--- src/rtl/bole_prefix.sv ---
module bole_prefix #(
   parameter int N = 256
) (
   input  logic [N-1:0] flags,
   output logic [N-1:0] prefix
);
   localparam int LEVELS = (N > 1) ? $clog2(N) : 1;

   logic [N-1:0] stage [LEVELS+1];

   assign stage[0] = flags;

   // log-depth prefix or: bit i is set when any flag at or below i is set
   for (genvar lvl = 0; lvl < LEVELS; lvl++) begin : g_level
      for (genvar i = 0; i < N; i++) begin : g_bit
         if (i >= (1 << lvl)) begin : g_merge
            assign stage[lvl+1][i] = stage[lvl][i] | stage[lvl][i - (1 << lvl)];
         end else begin : g_pass
            assign stage[lvl+1][i] = stage[lvl][i];
         end
      end
   end

   assign prefix = stage[LEVELS];

endmodule

--- config.mk ---
export PLATFORM = sky130hd
export DESIGN_NAME = bole_prefix
export DESIGN_NICKNAME = d
export VERILOG_FILES = /design/src/rtl/bole_prefix.sv
export SDC_FILE = /design/constraint.sdc
export NUM_CORES = 1
export LEC_CHECK = 0
export BUFFER_PORTS_ARGS = -buffer_cell sky130_fd_sc_hd__buf_2
export CAP_MARGIN = 20
export CORE_AREA = 2 2 201 203
export DETAILED_ROUTE_END_ITERATION = 7
export DIE_AREA = 0 0 203 205
export PLACE_DENSITY_LB_ADDON = 0.15
export SYNTH_ARGS = -nofsm -noshare
export SYNTH_HDL_FRONTEND = slang
export SYNTH_SLANG_ARGS = --single-unit
--- constraint.sdc ---
create_clock -name vclk -period 2.65
set_clock_uncertainty 0.15 [all_clocks]
set_input_delay 0.1325 -clock vclk [all_inputs]
set_output_delay 0.1325 -clock vclk [all_outputs]
set_load 0.02 [all_outputs]
# After elaboration in Yosys (flattened, before gate mapping)
# Index checks and enable logic that the tools add are counted.
[totals]
input_bits = 256
out_inout_bits = 256
reg_bits = 0
[classes]
n_bitwise = 1793
[op_table]
columns = ["operator", "count"]
rows = [
  ["bitwise OR 1 bit", 1793],
]

# Logic depth before layout (Yosys ltp)
[depth]
depth_word = 8
depth_mapped = 9

# Worst setup path after synthesis
# No wires, ideal clock.
[synth_timing]
kind = "input to output"
startpoint = "input port flags[12]"
endpoint = "output port prefix[65]"
arrival_time_ns = 2.686
path_stages = 7
n_path_buf = 0
setup_slack_ns = -0.319
required_time_ns = 2.368
path_cell_list = "nor4_1 > nand4_1 > nor3_1 > inv_1 > nor3_1 > nand4_1 > or4_1"
[synth_between]
elab_chain_len = 7
[synth_lines]
columns = ["element", "line", "rtl"]
rows = [
  ["from (decl)", "4", "input logic [N-1:0] flags,"],
  ["bitwise OR 1 bit (7 in a row)", "17", "assign stage[lvl+1][i] = stage[lvl][i] | stage[lvl][i - (1 << lvl)];"],
  ["to (decl)", "5", "output logic [N-1:0] prefix"],
]
# Every way passes these cells.

# Final worst setup path
[layout_timing]
startpoint = "input port flags[62]"
endpoint = "output port prefix[244]"
[layout_between]
elab_chain_len = 8
[layout_lines]
columns = ["element", "line"]
rows = [
  ["bitwise OR 1 bit (8 in a row)", "17"],
]
# Every way passes these cells.

==> impl_metrics.py <==
metrics = {
    "global_routing": {
        "grtUsageTotal_pct": 25.3,
        "grt_pass1_vias": 11370,
        "overflow": 0,
        "grt_first_pass_wirelength_mm": 77.5,
        "grt_max_degree": 11,
        "antenna_found_initial": 17,
    },
    "placement": {
        "portBuffers": 512,
        "dpl.cell_count": 2291,
        "post_dp_cell_area_sq_um": 10900,
        "routabilityCongestion": 0.922,
        "post-dp-hpwl_mm": 50.2,
    },
    "synth": {
        "syn_nets": 1136,
        "yosysSeqAreaShare_pct": 0,
        "yosysWarnings": 0,
        "synth_cell_types": 37,
        "avgSynthCellArea_sq_um": 5.33,
        "netlist_area_sq_um": 4690,
        "syn-instance-count": 880,
    },
    "final_layout": {
        "seq_cell_count": 0,
        "seq_area_sq_um": 0,
        "nClkBuffers": 0,
        "drive_gt1_share_pct": 64.1,
        "post-route-cell-area_sq_um": 13200,
        "final_nets": 2090,
        "post-route-util_pct": 33.6,
        "final_cells": 2363,
        "syn_to_final_growth_pct": 182,
    },
    "floorplanning": {
        "core_sq_um": 39400,
        "initial_core_util_pct": 11.9,
        "fp.dieArea_sq_um": 41600,
        "die_x_microns": 203,
        "num_rows": 73,
        "die_h_microns": 205,
        "io_pins": 512,
    },
    "sta": {
        "fmax_mhz": 351,
        "rsz0062_at_grt": "true",
        "slew_headroom_pct": 58.6,
        "setup_viol": 21,
        "fin_crit_sh_pct": 107,
        "period_minus_slack_ps": 2850,
        "hold_viol": 0,
        "setup_slack_ps": -197,
        "slew_violations": 0,
        "worst_pin_slew_ps": 616,
    },
    "hold_path": {
        "min_from": "flags[217]",
        "hp-class": "in2out",
    },
    "drt": {
        "routed_via_density": 4.72,
        "route.antenna.remaining_nets": 0,
        "drc": 0,
        "wl_per_cell_microns": 23.8,
        "vias": 11157,
        "drtIter0Drc": 501,
        "dr.pass1.iters": 4,
        "wirelength_mm": 56.3,
    },
    "critical_path": {
        "end_kind": "output pin",
        "critPathRequiredTime_ps": 2370,
        "worstPathArrival_ps": 2560,
        "startpoint": "flags[62]",
        "crit_path_max_fanout": 2,
        "path_class": "in2out",
        "start_kind": "input port",
    },
    "status": {
        "violations": "setup timing",
        "status": "finished, violations left",
    },
    "job": {
        "drv_cap": 0,
    },
    "clock_network": {
        "ctsHoldBuffers": 0,
    },
    "pwr": {
        "power_uw": 871,
        "p_leak_nw": 5.43,
        "ir_worst_vdd_mv": 0.0318,
        "powerDensity_nw_per_um2": 65.8,
    },
}
==> stage by stage <==
stage	TNS (ps)	setup WS (ps)	hold WS (ps)
after floorplan	-215	-49.1	228
after global placement	-23850	-435	436
after detailed placement	-19870	-384	441
after CTS	-1610	-180	431
after global routing	-4590	-325	436
final	-808	-197	415
==> final cells by class <==
type	instances	area (sq um)
Antenna cell	6	15.0
Fill cell	4521	26100
Inverter	41	154
Multi-Input combinational cell	830	5710
Tap cell	525	657
Timing Repair Buffer	961	6700
==> synth_stat cells (9+ instances only) <==
cell type	count	area share (%)
nor2_1	156	12
nand2_1	141	11
nor4_1	103	14
nand3_1	98	10
nor3_1	92	9.8
nand4_1	72	9.6
inv_1	37	3.0
or3_1	30	4.0
or2_2	18	2.4
or4_1	18	2.9
and3_1	14	1.9
and4_1	13	2.4
nand4b_1	13	2.4
nor4_2	9	2.4
==> routing by layer <==
metal / routed length (microns) / share of wire, % / global-route usage, %
met2: 29200 / 52 / 49.3
met1: 21900 / 39 / 28.4
met5: 86 / 0.15 / 0
met4: 1490 / 2.6 / 5.55
met3: 3630 / 6.4 / 4.45
==> layout by cell type (no fill, tap or decap), types with 22 or more instances in the layout <==
cell type	count
nand2_1	119
nor4_2	23
buf_6	112
buf_4	413
nor4_4	31
nor4_1	62
nor3_1	70
nand3_1	66
nor2_1	142
or3_1	23
nand4_1	72
nand3_2	22
buf_2	424
inv_1	30
==> final timing paths <==
check	to	slack [ps]	cells after the start
worst max-delay path	prefix[244]	-200	11
worst min-delay path	prefix[217]	420	3
==> logic make-up (layout without fill, tap and decap cells) <==
kind of cell / Yosys count / after routing / share of synthesized area, %
AND/OR/NAND/NOR: 830 / 830 / 95.9
buffers and inverters: 50 / 1002 / 4.11
other: 0 / 6 / 0
==> repair_timing <==
item / 4_1_cts / 5_1_grt
gates cloned: 3 / 0
setup endpoints to repair: 128 / 124
gates resized for setup: 213 / 224
setup buffers: 52 / 24
pin swaps: 44 / 48
==> where the power goes <==
part           switching, mW  internal, mW   total (mW)
sequential                 0             0            0
clock                      0   0.000000305  0.000000305
combinational          0.462         0.409        0.871
total                  0.462         0.409        0.871
==> worst max-delay path, cell delays in order <==
cell,delay (ps)
buf_6,90
buf_6,110
nor4_4,320
nand4_2,180
nor4_4,270
nand2_2,110
nor3_4,260
inv_2,60
or4_4,540
or3_4,350
buf_6,140
Power figures use the tool's default switching activity.
