===== src/rtl/bole_pkg.sv =====
package bole_pkg;

   // request codes
   localparam logic [2:0] OP_PUSH_BACK  = 3'd0;
   localparam logic [2:0] OP_PUSH_FRONT = 3'd1;
   localparam logic [2:0] OP_POP_BACK   = 3'd2;
   localparam logic [2:0] OP_POP_FRONT  = 3'd3;
   localparam logic [2:0] OP_INSERT     = 3'd4;
   localparam logic [2:0] OP_REMOVE     = 3'd5;
   localparam logic [2:0] OP_SEARCH     = 3'd6;

   // result status codes
   localparam logic [1:0] ST_DONE      = 2'd0;
   localparam logic [1:0] ST_EMPTY     = 2'd1;
   localparam logic [1:0] ST_FULL      = 2'd2;
   localparam logic [1:0] ST_NOT_FOUND = 2'd3;

   typedef struct packed {
      logic [2:0]         req_type;
      logic signed [31:0] item_value;
      logic [7:0]         insert_position;
   } req_item_type;

   typedef struct packed {
      logic [1:0] status;
      logic       found;
      logic [8:0] element_count;
   } rsp_item_type;

   // what every cell does on the apply edge
   typedef enum logic [1:0] {
      MODE_HOLD       = 2'd0,
      MODE_INSERT     = 2'd1,
      MODE_SHIFT_LEFT = 2'd2
   } mode_type;

   // broadcast to the whole row of cells
   typedef struct packed {
      logic        sample;
      mode_type    mode;
      logic [31:0] value;
      logic [31:0] key;
   } cell_cmd_type;

endpackage


===== src/rtl/bole_cell.sv =====
module bole_cell #(
   parameter int INDEX = 0,
   parameter int CW    = 9
) (
   input  logic                  clock,
   input  bole_pkg::cell_cmd_type cmd,
   input  logic [CW-1:0]         count,
   input  logic [CW-1:0]         insert_pos,
   input  logic                  shift_left,
   input  logic [31:0]           left_data,
   input  logic [31:0]           right_data,
   output logic [31:0]           data,
   output logic                  match
);
   import bole_pkg::*;

   localparam logic [CW-1:0] IDX = CW'(INDEX);

   logic [31:0] data_ff;
   logic        match_ff;

   always_ff @(posedge clock) begin
      case (cmd.mode)
         MODE_INSERT: begin
            if (IDX == insert_pos) begin
               data_ff <= cmd.value;
            end else if (IDX > insert_pos) begin
               data_ff <= left_data;
            end
         end
         MODE_SHIFT_LEFT: begin
            if (shift_left) begin
               data_ff <= right_data;
            end
         end
         default: begin
            data_ff <= data_ff;
         end
      endcase
   end

   // only occupied entries may match
   always_ff @(posedge clock) begin
      if (cmd.sample) begin
         match_ff <= (IDX < count) && (data_ff == cmd.key);
      end
   end

   assign data  = data_ff;
   assign match = match_ff;

endmodule


===== config.mk =====
export PLATFORM = sky130hd
export DESIGN_NAME = bole_cell
export DESIGN_NICKNAME = d
export VERILOG_FILES = /design/src/rtl/bole_pkg.sv /design/src/rtl/bole_cell.sv
export SDC_FILE = /design/constraint.sdc
export NUM_CORES = 1
export LEC_CHECK = 0
export BUFFER_PORTS_ARGS = -buffer_cell sky130_fd_sc_hd__buf_4
export CAP_MARGIN = 20
export CORE_ASPECT_RATIO = 0.5
export CORE_MARGIN = 3
export CORE_UTILIZATION = 34
export CTS_CLUSTER_DIAMETER = 60
export DETAILED_ROUTE_END_ITERATION = 7
export HOLD_SLACK_MARGIN = 0.15
export PLACE_DENSITY = 0.74
export SLEW_MARGIN = 20
export SYNTH_ARGS = -nofsm -noshare
export SYNTH_HDL_FRONTEND = slang
export SYNTH_SLANG_ARGS = --single-unit

===== constraint.sdc =====
create_clock -name clock -period 3.5 [get_ports clock]
set_input_delay 0.7 -clock clock [delete_from_list [all_inputs] [get_ports clock]]
set_output_delay 0.7 -clock clock [all_outputs]
set_load 0.02 [all_outputs]

**Word-level counts from Yosys, hierarchy flattened**

Cells that the tools add are included.

- Reduce and logical (&&, ||, !) cells: 4
- Eq/ne operators: 5
- Order comparisons: 2
- Muxes and demuxes: 4

Operator list:

| cell | number |
|---|---|
| 32-bit two-way mux | 3 |
| 32-bit one-hot mux with 2 select lines | 1 |
| 32-bit == test | 1 |
| 1-bit by 9-bit greater-than comparator with 1-bit output, first input constant | 1 |
| 9-bit zero test | 1 |
| 1-bit by 9-bit less-than comparator with 1-bit output, first input constant | 1 |
| 3-bit inequality test, second input constant | 1 |
| 3-bit AND reduction | 1 |
| 2-bit by 1-bit == test with 1-bit output, second input constant | 1 |
| 2-bit == test, second input constant | 1 |
| 2-bit inequality test, second input constant | 1 |
| 2-bit nonzero test | 1 |
| 1-bit logical AND | 1 |

- Bits in registers: 33
- Input port bits: 151
- Word-level logic and storage cells: 17
- Output and inout bits: 33

**Longest topological paths before layout**

- Word-level depth: 4
- Mapped depth: 6
- Depth with buffers taken out: 4

**Worst setup path before layout**

Ideal clock, no wire load.

- Path type: input-to-reg
- Start: input port insert_pos[4]
- End: register data_ff[0], in the netlist data[0], enable pin
- Required time: 3.067 ns
- Arrival time: 3.075 ns
- Cell stages on the path: 6
- Path buffers: 2
- Slack: -0.007 ns
- Cell sequence: nor4_2 and3_1 buf_6 buf_12 nand2_1 o22ai_1

- Word-level cells in the longest chain between the ends: 3

RTL lines:

| item | line | RTL |
|---|---|---|
| from (decl) | bole_cell.sv:8 | `input logic [CW-1:0] insert_pos,` |
| 1-bit by 9-bit greater-than comparator with 1-bit output / 9-bit zero test (equally long branches) | bole_cell.sv:27, bole_cell.sv:25 |  |
| 3-bit inequality test (no line) (*) | - |  |
| 3-bit AND reduction (no line) (*) | - |  |
| to (signal assigned) | bole_cell.sv:26 | `data_ff <= cmd.value;` |
| to (signal assigned) | bole_cell.sv:28 | `data_ff <= left_data;` |
| to (signal assigned) | bole_cell.sv:33 | `data_ff <= right_data;` |
| to (decl) | bole_cell.sv:19 | `logic [31:0] data_ff;` |

Every way passes the cells marked *; elsewhere a longest branch is shown, timed or not.
A chain may end at the register's enable or synchronous reset.

**Worst setup path in the final report**

- Start: input port insert_pos[4]
- End: register data_ff[11], in the netlist data[11], data pin

- Word-level cells in the longest chain between the ends: 3

RTL lines:

| item | line | RTL |
|---|---|---|
| 9-bit zero test | bole_cell.sv:25 | `if (IDX == insert_pos) begin` |
| 32-bit two-way mux | bole_cell.sv:25 |  |
| 32-bit one-hot mux with 2 select lines | bole_cell.sv:23 | `case (cmd.mode)` |

No other way between the ends.

==> qor_table.md <==
| Result | Reported | Unit |
|---|---|---|
| Die X-Extent | 117 | µm |
| Final setup violation count | 0 | - |
| Final design area excluding fillers | 3610 | µm² |
| First-pass GRT wire length | 10500 | µm |
| Final period util | 55.9 | % |
| Transition time at the pin with the least slew margin | 0.572 | ns |
| Startpoint-to-endpoint class of the critical path | input pin to flip-flop | - |
| Family with the most delay on the worst path | simple AND/OR/NAND/NOR gates | - |
| Maximum number of pins on one net before global-route repair | 65 | - |
| Required time at the worst-slack endpoint | 3.57 | ns |
| Wirelength per Cell | 15.1 | µm |
| Leakage component of the power | 1.68 | nW |
| Post-synthesis sequential area ratio | 47.6 | % |
| Setup slack on the worst flop-to-flop path | 1.84 | ns |
| Standard-cell rows | 19 | - |
| Most frequent CP cell | sky130_fd_sc_hd__buf_4 | - |
| Post-Route Setup TNS | 0 | ns |
| Overflow after GRT | 0 | - |
| Hold Buf Count CTS | 0 | - |
| Number of antenna violations at the first check in global routing | 0 | - |
| Die Ht | 61.3 | µm |
| Status | finished clean | - |
| Worst supply voltage drop on vdd | 216 | µV |
| Clock latency on the worst-skew pair | 0.28 | ns |
| Register clock-pin slew on the reported worst setup and hold paths | 0.05 | ns |
| Net count of the finished layout | 562 | - |
| Drt first-iter violations | 65 | - |
| Mapped Nets | 382 | - |
| Final hold violation count | 0 | - |
| Sequential Area | 991 | µm² |
| Slowest cell delay on critical path | 0.33 | ns |
| Root buf cell | sky130_fd_sc_hd__clkbuf_16 | - |
| Overall track demand over capacity in global routing | 19.6 | % |
| Layout overhead on the synthesized area | 73.7 | % |
| Arrival time worst endpoint | 2.03 | ns |
| Boundary pin count | 184 | - |
| Worst min-delay path class | input pin to flip-flop | - |
| GP Congestion | 0.813 | - |
| Kind of launch point of the worst setup path | input pin | - |
| Number of clock sinks | 33 | - |
| Cells traversed along the worst timing path | buf_4 -> nor4_2 -> and3_1 -> buf_4 -> nand2_1 -> a31oi_1 | - |
| Die area | 7150 | µm² |
| Average vias per placed instance | 4.84 | - |
| Post-detailed-placement half-perimeter wirelength | 6130 | µm |
| Worst slack on hold paths | 0.621 | ns |
| TritonCTS clock tree | yes | - |
| Worst Reg-to-Reg Cells | 4 | - |
| PostCTS Resize Cnt | 0 | - |
| Destination of the worst hold path | match | - |
| Origin of the worst min-delay path | cmd[66] | - |
| Critical path peak fanout | 32 | - |
| Crit path setup slack, layout | 1.54 | ns |
| Total number of H-tree levels | 2 | - |
| RSZ-0062 raised after global routing | no | - |
| Worst clock skew | 0.00206 | ns |
| Final-report max-slew violation count | 0 | - |
| Avg Inst Size Synth | 9.01 | µm² |
| Kind of end point of the critical path | flip-flop | - |
| Synthesis-stage register bit count | 33 | - |
| Filler Cells Inserted | 515 | - |
| CORE AREA | 5710 | µm² |
| Slowest cell on crit path | sky130_fd_sc_hd__buf_4 | - |
| Reg-to-Reg Start | data[0] | - |
| Post-detailed-placement cell area | 3480 | µm² |
| Final Routed Wirelength | 7340 | µm |
| Number of nets still failing antenna checks after routing | 0 | - |
| Via total after detailed routing | 2346 | - |
| Max Clock Freq | 511 | MHz |
| Final worst path period need | 1.96 | ns |
| Residual DRC | 0 | - |
| Buffers plus inverters on the worst setup path | 2 | - |
| Number of warning messages in the yosys log | 0 | - |
| Number of I/O port buffers | 183 | - |
| Dpl ws | 1.24 | ns |
| Drt first pass iters | 4 | - |
| Number of global-route vias before repair | 2292 | - |
| MaxCap Viol Count | 0 | - |
| Netlist area before placement | 2080 | µm² |
| Share of final-layout standard cells stronger than drive strength 1 | 47.6 | % |
| Total setup buffers inserted after CTS | 0 | - |
| Total design power | 0.00116 | W |
| Hold path depth | 1 | - |
| Area taken by multi-input logic gates | 986 | µm² |
| Worst r2r dst | match | - |
| TritonCTS buffer count | 5 | - |
| Initial standard-cell utilization of the core | 36.5 | % |
| Cell area power density | 321 | nW/µm² |
| Worst slew margin | 61.9 | % |
| Library cells used by synthesis | 19 | - |
| Post-synthesis cell count | 231 | - |
| Maximum buffer depth of the clock tree | 2 | - |
| Diodes inserted | 0 | - |
## worst register-to-register path, stage by stage, from the launching register on
cell	delay (ns)
sky130_fd_sc_hd__edfxtp_1	0.44
sky130_fd_sc_hd__xor2_1	0.18
sky130_fd_sc_hd__nor4_1	0.47
sky130_fd_sc_hd__nand3_1	0.14
sky130_fd_sc_hd__nor4_1	0.25
## state kept, by name (all words and copies together) (netlist names)
name / cells
data: 32
match: 1
## per-layer routing
layer  wire [µm]  up-vias  track usage [%]
li1            -     1169                -
met1        2850     1098             22.4
met2        4040       75             38.5
met3         379        4             3.43
met4          66        0             5.56
met5           0        -                0
## cells in the final DEF, fill, tap and decap left out
cell | netlist | routed
sky130_fd_sc_hd__inv_1 | 1 | 1
sky130_fd_sc_hd__xnor2_1 | 8 | 8
sky130_fd_sc_hd__clkinv_1 | 0 | 2
sky130_fd_sc_hd__nand3_1 | 3 | 3
sky130_fd_sc_hd__and3_1 | 1 | 1
sky130_fd_sc_hd__clkbuf_16 | 0 | 5
sky130_fd_sc_hd__nand2b_2 | 0 | 1
sky130_fd_sc_hd__xor2_1 | 24 | 24
sky130_fd_sc_hd__a31oi_1 | 32 | 32
sky130_fd_sc_hd__nand2_1 | 65 | 65
sky130_fd_sc_hd__o22ai_2 | 0 | 1
sky130_fd_sc_hd__nor3_1 | 2 | 2
sky130_fd_sc_hd__clkinv_2 | 0 | 1
sky130_fd_sc_hd__edfxtp_1 | 33 | 33
sky130_fd_sc_hd__nor4_1 | 8 | 8
sky130_fd_sc_hd__nor4_2 | 1 | 1
sky130_fd_sc_hd__buf_4 | 0 | 187
sky130_fd_sc_hd__nand4_1 | 3 | 3
sky130_fd_sc_hd__nor2_1 | 34 | 34
## layout make-up
type                       count  share of cell area (%)
timing repair buffer         187                    38.9
sequential                    33                    27.4
multi-input combinational    183                    27.3
clock buffer                   5                    3.46
tap                           73                    2.53
clock inverter                 3                   0.346
inverter                       1                   0.104
## metrics by stage
step,util (%),instances
floorplan,-,231
global placement,60.9,477
detailed placement,60.9,477
CTS,63.3,485
global route,63.3,485
finish,63.3,485
## worst max-delay path by stage
stage                             start       end  slack (ns)  cells after the start
final                     insert_pos[4]  data[11]        1.54                      6
after global routing      insert_pos[4]  data[19]        1.44                      6
after CTS                 insert_pos[4]  data[11]        1.54                      6
after detailed placement  insert_pos[4]  data[14]        1.24                      6
after global placement    insert_pos[4]  data[22]        1.29                      6
after floorplan           insert_pos[4]   data[0]        0.75                      6
## power breakdown
part | internal [W] | switching (W)
logic | 0.000166 | 0.000109
registers | 0.000463 | 0.0000151
clock network | 0.000257 | 0.000152
total | 0.000885 | 0.000277
## logic make-up after synthesis
family / after synthesis / synth area share, %
and+or+nand+nor: 118 / 23.6
DFF: 33 / 47.6
xor gates and xnor gates: 32 / 13.5
AOI/OAI and AO/OA: 33 / 9.92
buffers and inverters: 15 / 5.41
## cell usage after synthesis
| master | instances | area share (%) |
|---|---|---|
| sky130_fd_sc_hd__o22ai_1 | 1 | 0.30 |
| sky130_fd_sc_hd__buf_12 | 3 | 2.9 |
| sky130_fd_sc_hd__nor3_1 | 2 | 0.48 |
| sky130_fd_sc_hd__a31oi_1 | 32 | 9.6 |
| sky130_fd_sc_hd__nand2b_1 | 1 | 0.30 |
| sky130_fd_sc_hd__edfxtp_1 | 33 | 48 |
| sky130_fd_sc_hd__nor4_2 | 1 | 0.60 |
| sky130_fd_sc_hd__nor4_1 | 8 | 2.4 |
| sky130_fd_sc_hd__xnor2_1 | 8 | 3.4 |
| sky130_fd_sc_hd__buf_6 | 1 | 0.54 |
| sky130_fd_sc_hd__buf_1 | 1 | 0.18 |
| sky130_fd_sc_hd__clkbuf_1 | 9 | 1.6 |
| sky130_fd_sc_hd__inv_1 | 1 | 0.18 |
| sky130_fd_sc_hd__nor2_1 | 34 | 6.1 |
| sky130_fd_sc_hd__and3_1 | 1 | 0.30 |
| sky130_fd_sc_hd__xor2_1 | 24 | 10 |
| sky130_fd_sc_hd__nand3_1 | 3 | 0.72 |
| sky130_fd_sc_hd__nand2_1 | 65 | 12 |
| sky130_fd_sc_hd__nand4_1 | 3 | 0.90 |
No activity file was read; power rests on OpenSTA's default activity.
